--- config.mk ---
export PLATFORM = sky130hd
export DESIGN_NAME = pbrq_queue
export DESIGN_NICKNAME = d
export VERILOG_FILES = /design/src/design/pbrq_pkg.sv /design/src/design/pbrq_queue.sv
export SDC_FILE = /design/constraint.sdc
export NUM_CORES = 1
export LEC_CHECK = 0
export BUFFER_PORTS_ARGS = -buffer_cell sky130_fd_sc_hd__buf_4
export CAP_MARGIN = 20
export CORE_ASPECT_RATIO = 0.7
export CORE_MARGIN = 3
export CORE_UTILIZATION = 45
export DETAILED_ROUTE_END_ITERATION = 8
export PLACE_DENSITY = 0.7
export SETUP_SLACK_MARGIN = 0.4
export SYNTH_ARGS = -nofsm -noshare
export SYNTH_HDL_FRONTEND = slang
export SYNTH_SLANG_ARGS = --single-unit
--- constraint.sdc ---
create_clock -name clk -period 7 [get_ports clk]
set_input_delay 0.7 -clock clk [delete_from_list [all_inputs] [get_ports clk]]
set_output_delay 0.7 -clock clk [all_outputs]
set_load 0.02 [all_outputs]
--- src/design/pbrq_pkg.sv ---
// shared types, constants and codes for the box range query table
package pbrq_pkg;

	localparam int MAX_ENTRIES_DEF = 256;
	localparam int MATCH_LIMIT_DEF = 16;
	localparam int QUEUE_DEPTH     = 2;

	localparam int COORD_W  = 24;
	localparam int DIST_W   = 23;
	localparam int ID_W     = 32;
	localparam int PIDX_W   = 8;
	localparam int STATUS_W = 3;
	localparam int DIFF_W   = COORD_W + 2;

	localparam logic [STATUS_W-1:0] ST_ADDED    = 3'd0;
	localparam logic [STATUS_W-1:0] ST_MATCH    = 3'd1;
	localparam logic [STATUS_W-1:0] ST_NOMATCH  = 3'd2;
	localparam logic [STATUS_W-1:0] ST_FULL     = 3'd3;
	localparam logic [STATUS_W-1:0] ST_BADINDEX = 3'd4;

	typedef enum logic [1:0] {
		K_ADD,
		K_FULL,
		K_BAD,
		K_QUERY
	} cmd_kind_t;

	typedef enum logic [1:0] {
		B_IDLE,
		B_CENTRE,
		B_SCAN,
		B_FINISH
	} back_state_t;

	typedef struct packed {
		cmd_kind_t           kind;
		logic [COORD_W-1:0]  x;
		logic [COORD_W-1:0]  y;
		logic                use_given;
		logic [PIDX_W-1:0]   pidx;
		logic [DIST_W-1:0]   reach;
		logic [ID_W-1:0]     ident;
	} cmd_t;

	typedef struct packed {
		logic [COORD_W-1:0] x;
		logic [COORD_W-1:0] y;
		logic [ID_W-1:0]    ident;
	} entry_t;

endpackage

--- src/design/pbrq_queue.sv ---
// short command queue between front end and back end
module pbrq_queue (
	input  logic           clk,
	input  logic           arst_n,
	input  logic           push_valid,
	output logic           push_stall,
	input  pbrq_pkg::cmd_t push_data,
	output logic           pop_valid,
	input  logic           pop_stall,
	output pbrq_pkg::cmd_t pop_data
);
	import pbrq_pkg::*;

	localparam int PTR_W  = (QUEUE_DEPTH > 1) ? $clog2(QUEUE_DEPTH) : 1;
	localparam int FILL_W = $clog2(QUEUE_DEPTH + 1);

	cmd_t              entries_q [QUEUE_DEPTH];
	logic [PTR_W-1:0]  wr_ptr_q;
	logic [PTR_W-1:0]  rd_ptr_q;
	logic [FILL_W-1:0] fill_q;
	logic              do_push;
	logic              do_pop;

	assign push_stall = (fill_q == FILL_W'(QUEUE_DEPTH));
	assign pop_valid  = (fill_q != '0);
	assign pop_data   = entries_q[rd_ptr_q];
	assign do_push    = push_valid && !push_stall;
	assign do_pop     = pop_valid && !pop_stall;

	always_ff @(posedge clk) begin
		if (do_push) begin
			entries_q[wr_ptr_q] <= push_data;
		end
	end

	always_ff @(posedge clk or negedge arst_n) begin
		if (!arst_n) begin
			wr_ptr_q <= '0;
			rd_ptr_q <= '0;
			fill_q   <= '0;
		end else begin
			if (do_push) begin
				wr_ptr_q <= (wr_ptr_q == PTR_W'(QUEUE_DEPTH - 1)) ? '0 : wr_ptr_q + PTR_W'(1);
			end
			if (do_pop) begin
				rd_ptr_q <= (rd_ptr_q == PTR_W'(QUEUE_DEPTH - 1)) ? '0 : rd_ptr_q + PTR_W'(1);
			end
			if (do_push && !do_pop) begin
				fill_q <= fill_q + FILL_W'(1);
			end else if (do_pop && !do_push) begin
				fill_q <= fill_q - FILL_W'(1);
			end
		end
	end

endmodule

==> impl_metrics.json <==
{
  "global_route.overflow_total": 0,
  "routedWlPerCell_um": 18.9,
  "dieArea_um2": 20900,
  "drive_gt1_share_pct": 60.7,
  "crit_fanout": 68,
  "power.share.combinational_pct": 35.1,
  "critical_path.max_stage_delay_ns": 0.91,
  "globalRouteMet3Util_pct": 4.87,
  "layoutNonFillerInstCount": 875,
  "power_w": 0.00502,
  "synth.largest_area_cell": "edfxtp_1",
  "groute.layer.met2.usage_pct": 23.0,
  "cts-root-to-sink-buffers": 3,
  "grt_max_degree": 73,
  "areaGrowthSynthToFinish_pct": 31.9,
  "place.gp.congestion": 0.802,
  "placed_cells": 834,
  "multiInputGateArea_um2": 1580,
  "final-seq-area_um2": 6950,
  "num_io_pins": 234,
  "netlist-cell-type-count": 15,
  "power_frac_clock_pct": 24.3,
  "relSlewSlack_pct": 25.8,
  "detail_route.iter0.violations": 316,
  "vias_per_cell": 4.92,
  "ant_nets": 0,
  "critPathRequiredTime_ns": 6.30,
  "worst_setup_path_endpoint": "pop_data[99]",
  "fin_skew_ns": 0.0102,
  "critical_path.startpoint_type": "flop",
  "netlist_top_cells_area": "edfxtp_1, mux2_4, mux2_2",
  "first_pass_iters": 5,
  "mappedNetlistArea_um2": 8630,
  "max_freq_mhz": 272,
  "finalMaxSlewViolations": 0,
  "most_used_routing_layer": "met2",
  "globalRouteMet1Util_pct": 22.1,
  "crit_top_cell": "buf_4",
  "fill_cell_total_of_the_finished_layout": 1342,
  "clock_tree_from_tritoncts": "built",
  "grt_pass1_vias": 4481,
  "rrSetupSlack_ns": 4.49,
  "worst_path_depth": 3,
  "placement.io_buffers": 233,
  "cts_root_buffer": "clkbuf_16",
  "detailedPlacementHpwl_um": 11000,
  "rows": 41,
  "finish.net_count": 742,
  "power.leakage_nw": 4.40,
  "hold_violations": 0,
  "grt_pass1_wl_um": 24700,
  "irDropWorstVdd_uv": 212,
  "maxCapViolCount": 0,
  "num_vias": 4304,
  "hold_class": "input port to flop",
  "track_usage_pct": 15.3,
  "worstSkewPairLatency_ns": 0.49,
  "min_period_over_period_pct": 52.5,
  "wl_um": 16500,
  "layout.core_utilization_pct": 61.8,
  "grt_setup_unrepaired": "false",
  "critical-path-slowest-cell": "buf_4",
  "insertedDiodeCount": 0,
  "cts_buffer_count": 22,
  "tightestPinTransition_ns": 1.11,
  "synthesis.nets": 493,
  "ys_warn_count": 0,
  "worstSetupPathType": "flop to output pin",
  "hold_path.startpoint": "push_data[65]",
  "synth_largest_type_area_fraction_pct": 79.4,
  "outcome": "finished, final reports clean",
  "syn_area_cell_um2": 23.1,
  "antenna_found_initial": 0,
  "finalSetupTns_ns": 0,
  "power_frac_seq_pct": 40.7,
  "crit-reg2reg-launch": "fill_q[0]$_DFFE_PN0P_",
  "cts_clock_pin_slew_for_the_worst_setup_and_hold_paths_ns": 0.07,
  "post_cts_resize_count": 0,
  "finalSetupViolations": 0,
  "placed_cell_area_um2": 10600,
  "critPathCaptureType": "output pin",
  "drc": 0,
  "power.density_cell_area_nw_per_um2": 441,
  "design.core.area_um2": 18400,
  "synth-seq-area-share_pct": 80.5,
  "cpLargestDelayFamily": "buffers and inverters",
  "die-height_um": 122,
  "die_x_extent_um": 171,
  "cts_sinks": 232,
  "switching_share_pct": 30.6,
  "floorplan.initialDensity_pct": 46.8,
  "post_layout_minimum_cycle_time_ns": 3.68,
  "worstRegToRegCells": 3,
  "crit_chain": "buf_4, mux2_2, buf_4",
  "switching_power_w": 0.00153,
  "cts_htree_levels": 1,
  "worst-path-buf-inv": 2,
  "ff_latch_count_synth": 232,
  "reg2reg_to": "entries_q[1][45]$_DFFE_PP_",
  "worstPathArrival_ns": 2.98,
  "setup.worst_path.start": "rd_ptr_q$_DFFE_PN0P_",
  "finalInstanceArea_um2": 11400,
  "netlist_instances": 374,
  "internal-power_w": 0.00348
}
==> logic make-up (layout without fill, tap and decap cells) <==
| group | count (synthesis) | after routing | synth area share, % |
|---|---|---|---|
| AND/OR/NAND/NOR | 7 | 7 | 0.421 |
| multiplexers | 114 | 114 | 17.1 |
| adder cells (fa/ha/maj) | 1 | 1 | 0.145 |
| buffers and inverters | 15 | 280 | 1.35 |
| XOR/XNOR | 5 | 5 | 0.508 |
| flip-flops | 232 | 232 | 80.5 |
==> power groups by stage <==
stage	combinational, W	clock [W]	sequential, W
floorplan	0.00119	0	0.00203
global placement	0.00176	0	0.00206
detailed placement	0.00178	0	0.00207
CTS	0.00179	0.00125	0.00204
global route	0.00186	0.00131	0.00207
finish	0.00176	0.00122	0.00204
==> layout make-up <==
| type | count | share of cell area, % |
|---|---|---|
| clock buffers | 30 | 5.55 |
| clock inverters | 10 | 1.12 |
| inverters | 2 | 0.0660 |
| multi-input cells | 127 | 13.9 |
| flip-flops and latches | 232 | 61.1 |
| well taps | 236 | 2.60 |
| repair buffers | 238 | 15.7 |
==> flip-flops by register name, indices dropped and copies added (netlist names) <==
| register | cells |
|---|---|
| entries_q | 228 |
| wr_ptr_q | 1 |
| rd_ptr_q | 1 |
| fill_q | 2 |
==> Yosys cell counts <==
library cell and n:
edfxtp_1 228, mux2_2 64, mux2_4 50, buf_6 7
buf_2 6, dfrtp_1 4, xnor2_1 3, inv_1 2
nand2b_1 2, nor2_1 2, xor2_1 2, and3_1 1
ha_1 1, nand2_1 1, or2_2 1
==> worst min path at each step <==
stage / to / slack (ns) / depth (start not counted)
detailed placement: fill_q[1]$_DFFE_PN0P_ / 0.50 / 1
global route: entries_q[1][78]$_DFFE_PP_ / 0.36 / 1
CTS: entries_q[1][65]$_DFFE_PP_ / 0.37 / 1
finish: entries_q[1][65]$_DFFE_PP_ / 0.39 / 1
global placement: fill_q[1]$_DFFE_PN0P_ / 0.47 / 1
floorplan: fill_q[0]$_DFFE_PN0P_ / 0.40 / 0
==> what timing repair did <==
item / in CTS / in global routing
hold endpoints to repair: 4 / 0
hold buffers: 1 / 0
buffers inserted: 0 / 0
==> routing by layer <==
metal	vias to the layer above	share of wire [%]	wire [um]
met1	2108	45	7420
li1	1978	-	-
met4	0	1.6	259
met2	196	44	7270
met3	22	9.4	1550
met5	-	0	0
==> stage by stage <==
stage | setup slack (ns) | hold WS, ns
2_1_floorplan | 0.883 | 0.404
6_report | 3.32 | 0.390
5_1_grt | 3.15 | 0.362
4_1_cts | 3.26 | 0.366
3_3_place_gp | 3.86 | 0.474
3_5_place_dp | 3.80 | 0.501
==> cells in the final DEF (no fill, tap or decap), types with 3 or more instances in the layout <==
cell type and instances:
buf_4 237, edfxtp_1 228, mux2_2 64, mux2_4 50, clkbuf_16 23, clkbuf_1 4
xnor2_1 3, clkinv_1 3, bufinv_16 3, clkbuf_8 3, dfrtp_1 3
(Power assumes the default switching activity.)
