$ cat src/design/pbrq_pkg.sv
// shared types, constants and codes for the box range query table
package pbrq_pkg;

	localparam int MAX_ENTRIES_DEF = 256;
	localparam int MATCH_LIMIT_DEF = 16;
	localparam int QUEUE_DEPTH     = 2;

	localparam int COORD_W  = 24;
	localparam int DIST_W   = 23;
	localparam int ID_W     = 32;
	localparam int PIDX_W   = 8;
	localparam int STATUS_W = 3;
	localparam int DIFF_W   = COORD_W + 2;

	localparam logic [STATUS_W-1:0] ST_ADDED    = 3'd0;
	localparam logic [STATUS_W-1:0] ST_MATCH    = 3'd1;
	localparam logic [STATUS_W-1:0] ST_NOMATCH  = 3'd2;
	localparam logic [STATUS_W-1:0] ST_FULL     = 3'd3;
	localparam logic [STATUS_W-1:0] ST_BADINDEX = 3'd4;

	typedef enum logic [1:0] {
		K_ADD,
		K_FULL,
		K_BAD,
		K_QUERY
	} cmd_kind_t;

	typedef enum logic [1:0] {
		B_IDLE,
		B_CENTRE,
		B_SCAN,
		B_FINISH
	} back_state_t;

	typedef struct packed {
		cmd_kind_t           kind;
		logic [COORD_W-1:0]  x;
		logic [COORD_W-1:0]  y;
		logic                use_given;
		logic [PIDX_W-1:0]   pidx;
		logic [DIST_W-1:0]   reach;
		logic [ID_W-1:0]     ident;
	} cmd_t;

	typedef struct packed {
		logic [COORD_W-1:0] x;
		logic [COORD_W-1:0] y;
		logic [ID_W-1:0]    ident;
	} entry_t;

endpackage

$ cat src/design/pbrq_front.sv
// front end: accepts input transactions, tracks the fill count and classifies each one
module pbrq_front #(
	parameter int MAX_ENTRIES = pbrq_pkg::MAX_ENTRIES_DEF
) (
	input  logic                              clk,
	input  logic                              arst_n,
	input  logic                              in_valid,
	output logic                              in_stall,
	input  logic                              func,
	input  logic signed [pbrq_pkg::COORD_W-1:0] coord_x,
	input  logic signed [pbrq_pkg::COORD_W-1:0] coord_y,
	input  logic                              use_given_centre,
	input  logic [pbrq_pkg::PIDX_W-1:0]       player_index,
	input  logic [pbrq_pkg::DIST_W-1:0]       distance,
	input  logic [pbrq_pkg::ID_W-1:0]         identity,
	output logic                              q_valid,
	input  logic                              q_stall,
	output pbrq_pkg::cmd_t                    q_cmd
);
	import pbrq_pkg::*;

	localparam int CNT_W = $clog2(MAX_ENTRIES + 1);
	localparam int CMP_W = (CNT_W > PIDX_W) ? CNT_W : PIDX_W;

	logic [CNT_W-1:0] count_q;
	logic             accept;
	logic             is_full;
	logic             bad_idx;

	assign in_stall = q_stall;
	assign q_valid  = in_valid;
	assign accept   = in_valid && !q_stall;
	assign is_full  = (count_q == CNT_W'(MAX_ENTRIES));
	assign bad_idx  = (CMP_W'(player_index) >= CMP_W'(count_q));

	always_comb begin
		q_cmd.x         = coord_x;
		q_cmd.y         = coord_y;
		q_cmd.use_given = use_given_centre;
		q_cmd.pidx      = player_index;
		q_cmd.reach     = distance;
		q_cmd.ident     = identity;
		if (!func) begin
			q_cmd.kind = is_full ? K_FULL : K_ADD;
		end else begin
			q_cmd.kind = bad_idx ? K_BAD : K_QUERY;
		end
	end

	always_ff @(posedge clk or negedge arst_n) begin
		if (!arst_n) begin
			count_q <= '0;
		end else if (accept && !func && !is_full) begin
			count_q <= count_q + CNT_W'(1);
		end
	end

endmodule

$ cat config.mk
export PLATFORM = sky130hd
export DESIGN_NAME = pbrq_front
export DESIGN_NICKNAME = d
export VERILOG_FILES = /design/src/design/pbrq_pkg.sv /design/src/design/pbrq_front.sv
export SDC_FILE = /design/constraint.sdc
export NUM_CORES = 1
export LEC_CHECK = 0
export ABC_AREA = 1
export BUFFER_PORTS_ARGS = -buffer_cell sky130_fd_sc_hd__buf_2
export CAP_MARGIN = 40
export CORE_AREA = 2 2 91 93
export CTS_BUF_LIST = sky130_fd_sc_hd__clkbuf_8
export DETAILED_ROUTE_END_ITERATION = 12
export DIE_AREA = 0 0 93 95
export HOLD_SLACK_MARGIN = 0.06
export PLACE_DENSITY_LB_ADDON = 0.05
export SLEW_MARGIN = 20
export SYNTH_ARGS = -nofsm -noshare
export SYNTH_HDL_FRONTEND = slang
export SYNTH_SLANG_ARGS = --single-unit
$ cat constraint.sdc
create_clock -name clk -period 1.4 [get_ports clk]
set_input_delay 0.35 -clock clk [delete_from_list [all_inputs] [get_ports clk]]
set_output_delay 0.35 -clock clk [all_outputs]
set_load 0.02 [all_outputs]
==> run summary <==
Summed over all cells, the static leakage comes to approximately 0.72 nW. The setup slack after placement came out at -0.424 ns. The flip-flop count of the largest register after layout came out at 9.

The number of different library cells in the post-synthesis netlist is 14. The final count of pins violating max slew came out at 0. The count of antenna diodes in the layout is 0.

In this run, placement finished with an instance count of 270. In the post-route analysis, the smallest setup slack over all paths is -0.472 ns. The ratio of cells with drive above 1 in the final layout came out at a little over two fifths. The number of vias per cell is between 3 and 4. The number of buffers created by CTS came out at 3. Across the run, the number of max-cap violations was 0. count_q holds more flip-flops than any other register. The final-report setup violation count came out at 10. The worst hold path belongs to the class in2async. The number of top-level pins is 233. The total of warnings raised by yosys is 0. The sum of net half-perimeters after detailed placement came out at between 2000 and 2500 um. In this run, the number of DRC markers left after iteration 0 of detailed routing was 23.

The sum of negative setup slack is -1.23 ns. In the layout the commonest cells are 46 x sky130_fd_sc_hd__nand2_1, 23 x sky130_fd_sc_hd__buf_2, 21 x sky130_fd_sc_hd__buf_4, 14 x sky130_fd_sc_hd__inv_1, 11 x sky130_fd_sc_hd__nor2_1. The final standard cell utilization of the core is between 15 and 20%.

The proportion of total power due to net switching is between 30% and 40%. For this run, the detailed router's first-pass iteration total came to 3. The post-route minimum period is between 1.5 and 2 ns.

The length in cells of the worst reg-to-reg path came out at 10. The maximum level of the CTS H-tree is 1. Summing every instance area after synthesis gives about 0.0017 mm^2. Clock tree synthesis selected as its root buffer the cell sky130_fd_sc_hd__clkbuf_8. The standard cell core area came out at 0.00793 mm^2. From bottom edge to top edge, the die measures ~95 um. The net count reported at finish is between 300 and 400. Across all layers, the routed design uses 974 vias.

The wire length of the first global-routing pass came out at 5110 um. The total clock sinks is 9. The area growth from synthesis to final layout came out at -16.2%.

The via count of the first global-routing pass came out at 1067. The floorplan row count is 33. For this run, the number of standard cells in the final layout without fillers is 278.

STA classifies the critical path endpoint as an output pin. The die area is between 0.008 and 0.009 mm^2. Entering global routing, the biggest net connects 11 pins.

The checks that failed: setup timing. The count of buffers added on input and output ports is 24. The die width came out at a little over 90 um. The total internal power is between 800 and 900 uW.

For this run, the total global-route usage over all layers was measured as between 7 and 8%. The final hold violation count came out at 0. The upper clock frequency limit is 534 MHz. The number of antenna violations at the first check in global routing came to 0.

The average routed wire per standard cell is around 11 um. In this run, the clock network consumes 22.6% of the power. The fraction of the cycle the final worst path needs is 134%. Setup repair after global routing could not meet its margin everywhere. The post-synthesis cell count is roughly 240. The total grt overflow came out at 0.

Leaving out fill and tap cells, the most frequent cell in the layout is sky130_fd_sc_hd__nand2_1. The analysis attributes to net switching a power of approximately 550 uW. The flow ran to the end, but the final reports show violations. In the final layout, the registers with the most flip-flops are count_q: 9 flops. In this run the mean area of a mapped cell was approximately 7.0 um^2.

The global placer's final weighted congestion came out at about 0.71. In this run the worst path has a maximum fanout of 2. Combinational logic is responsible for approximately 53% of the overall power.

The clock transition at the register clock pins on the worst setup and hold paths after CTS came out at 0.06 ns. The power density normalized to cell area came out at around 1000 mW/mm^2. The number of nets produced by synthesis came out at between 300 and 400. The worst pin sits at a relative slew slack of 81.8%.

The arrival time of the worst setup path came out at 1.52 ns. For this block, the routed nets add up to 3160 um of wire. The worst supply voltage drop on vdd came out at around 0.00024 V. The insertion delay to the later sink of the worst-skew pair is 0.24 ns. The kind of launch point of the worst setup path is a flip-flop.

The number of nets still failing antenna checks after routing is 0. The clock tree buffer depth came out at 2. For the pin with the worst max-slew slack, the measured transition is roughly 0.27 ns. The flip-flop and latch count after synthesis came out at 9. Sequential elements use roughly 14% of the synthesized area.

The initial cell density of the core is between 20% and 30%. The power share of the sequential group came out at between 20% and 30%. The clock arrives with between 0.004 and 0.005 ns of skew. The data required time of the worst path is around 1.1 ns.

After detailed routing, the number of remaining DRC violations is 0. The type of the worst setup path is reg2out. The CTS tree is built.
## timing repair
item	in CTS	in global routing
endpoints found under the setup margin	10	10
hold buffers	1	0
buffers inserted	1	2
pin swaps	9	10
gates resized for setup	19	13
hold endpoints to repair	9	0
## cell families (layout without fill, tap and decap cells)
| kind of cell | count (synthesis) | after routing | synth area share, % |
|---|---|---|---|
| buffers and inverters | 137 | 72 | 57.3 |
| AND/OR/NAND/NOR | 73 | 73 | 17.3 |
| adder cells (fa/ha/maj) | 10 | 10 | 7.51 |
| flip-flops | 9 | 9 | 13.5 |
| XOR/XNOR | 5 | 5 | 2.63 |
| AO/OA/AOI/OAI | 4 | 4 | 1.80 |
## power by group through the flow
stage / combinational [mW] / clock [mW] / sequential (mW)
floorplan: 0.733 / 0 / 0.357
global route: 0.872 / 0.346 / 0.352
detailed placement: 0.583 / 0 / 0.341
global placement: 0.591 / 0 / 0.344
finish: 0.760 / 0.322 / 0.345
CTS: 0.701 / 0.330 / 0.343
## final timing paths
path                       slack (ns)                    from                     end
setup / recovery                -0.47  count_q[2]$_DFFE_PN0P_              q_cmd[112]
hold / removal                   0.52                  arst_n  count_q[7]$_DFFE_PN0P_
min in group clk                 0.60  count_q[5]$_DFFE_PN0P_  count_q[5]$_DFFE_PN0P_
max in group asynchronous        0.65                  arst_n  count_q[0]$_DFFE_PN0P_
hold reg to reg                  0.60  count_q[5]$_DFFE_PN0P_  count_q[5]$_DFFE_PN0P_
setup reg to reg                -0.10  count_q[0]$_DFFE_PN0P_  count_q[8]$_DFFE_PN0P_
## metrics by stage
stage | hold slack (ns) | power [mW] | cell area [um^2]
2_1_floorplan | 0.0544 | 1.09 | 1670
3_3_place_gp | 0.251 | 0.935 | 1190
3_5_place_dp | 0.250 | 0.924 | 1190
4_1_cts | 0.526 | 1.37 | 1330
5_1_grt | 0.539 | 1.57 | 1400
6_report | 0.518 | 1.43 | 1400
## worst max-delay path, cell delays in order, from the launching register on
cell and delay [ns]:
sky130_fd_sc_hd__dfrtp_1 0.37, sky130_fd_sc_hd__inv_2 0.07, sky130_fd_sc_hd__ha_4 0.28, sky130_fd_sc_hd__nand2_4 0.05, sky130_fd_sc_hd__nor2_4 0.11, sky130_fd_sc_hd__nand2_2 0.06, sky130_fd_sc_hd__nand3_2 0.05, sky130_fd_sc_hd__nand2_2 0.05
sky130_fd_sc_hd__nand3_2 0.07, sky130_fd_sc_hd__nand2_2 0.06, sky130_fd_sc_hd__buf_6 0.12
## Yosys cell counts
library cell	instances	area [um^2]
sky130_fd_sc_hd__ha_1	10	125
sky130_fd_sc_hd__dfrtp_1	9	225
sky130_fd_sc_hd__o21ai_2	1	8.76
sky130_fd_sc_hd__buf_4	115	863
sky130_fd_sc_hd__o21bai_2	1	11.3
sky130_fd_sc_hd__xor2_1	4	35.0
sky130_fd_sc_hd__nand3_1	5	25.0
sky130_fd_sc_hd__inv_1	21	78.8
sky130_fd_sc_hd__a21oi_1	2	10.0
sky130_fd_sc_hd__xnor2_1	1	8.76
sky130_fd_sc_hd__nand2_1	53	199
sky130_fd_sc_hd__buf_6	1	11.3
sky130_fd_sc_hd__nand4_1	3	18.8
sky130_fd_sc_hd__nor2_1	12	45.0
## layer usage
metal  up-vias  track usage (%)  routed length (um)
li1        472                -                   -
met1       448             8.31                1360
met2        36             12.1                1420
met3        18             2.31                 282
met4         0             6.13                 102
met5         -                0                   0
## layout make-up
type	instances	area (um^2)
multi-input cells	92	606
fillers	911	6530
clock buffers	3	41.3
flip-flops and latches	9	226
repair buffers	47	309
inverters	21	78.8
clock inverters	1	3.75
well taps	105	131
Power figures use the tool's default switching activity.
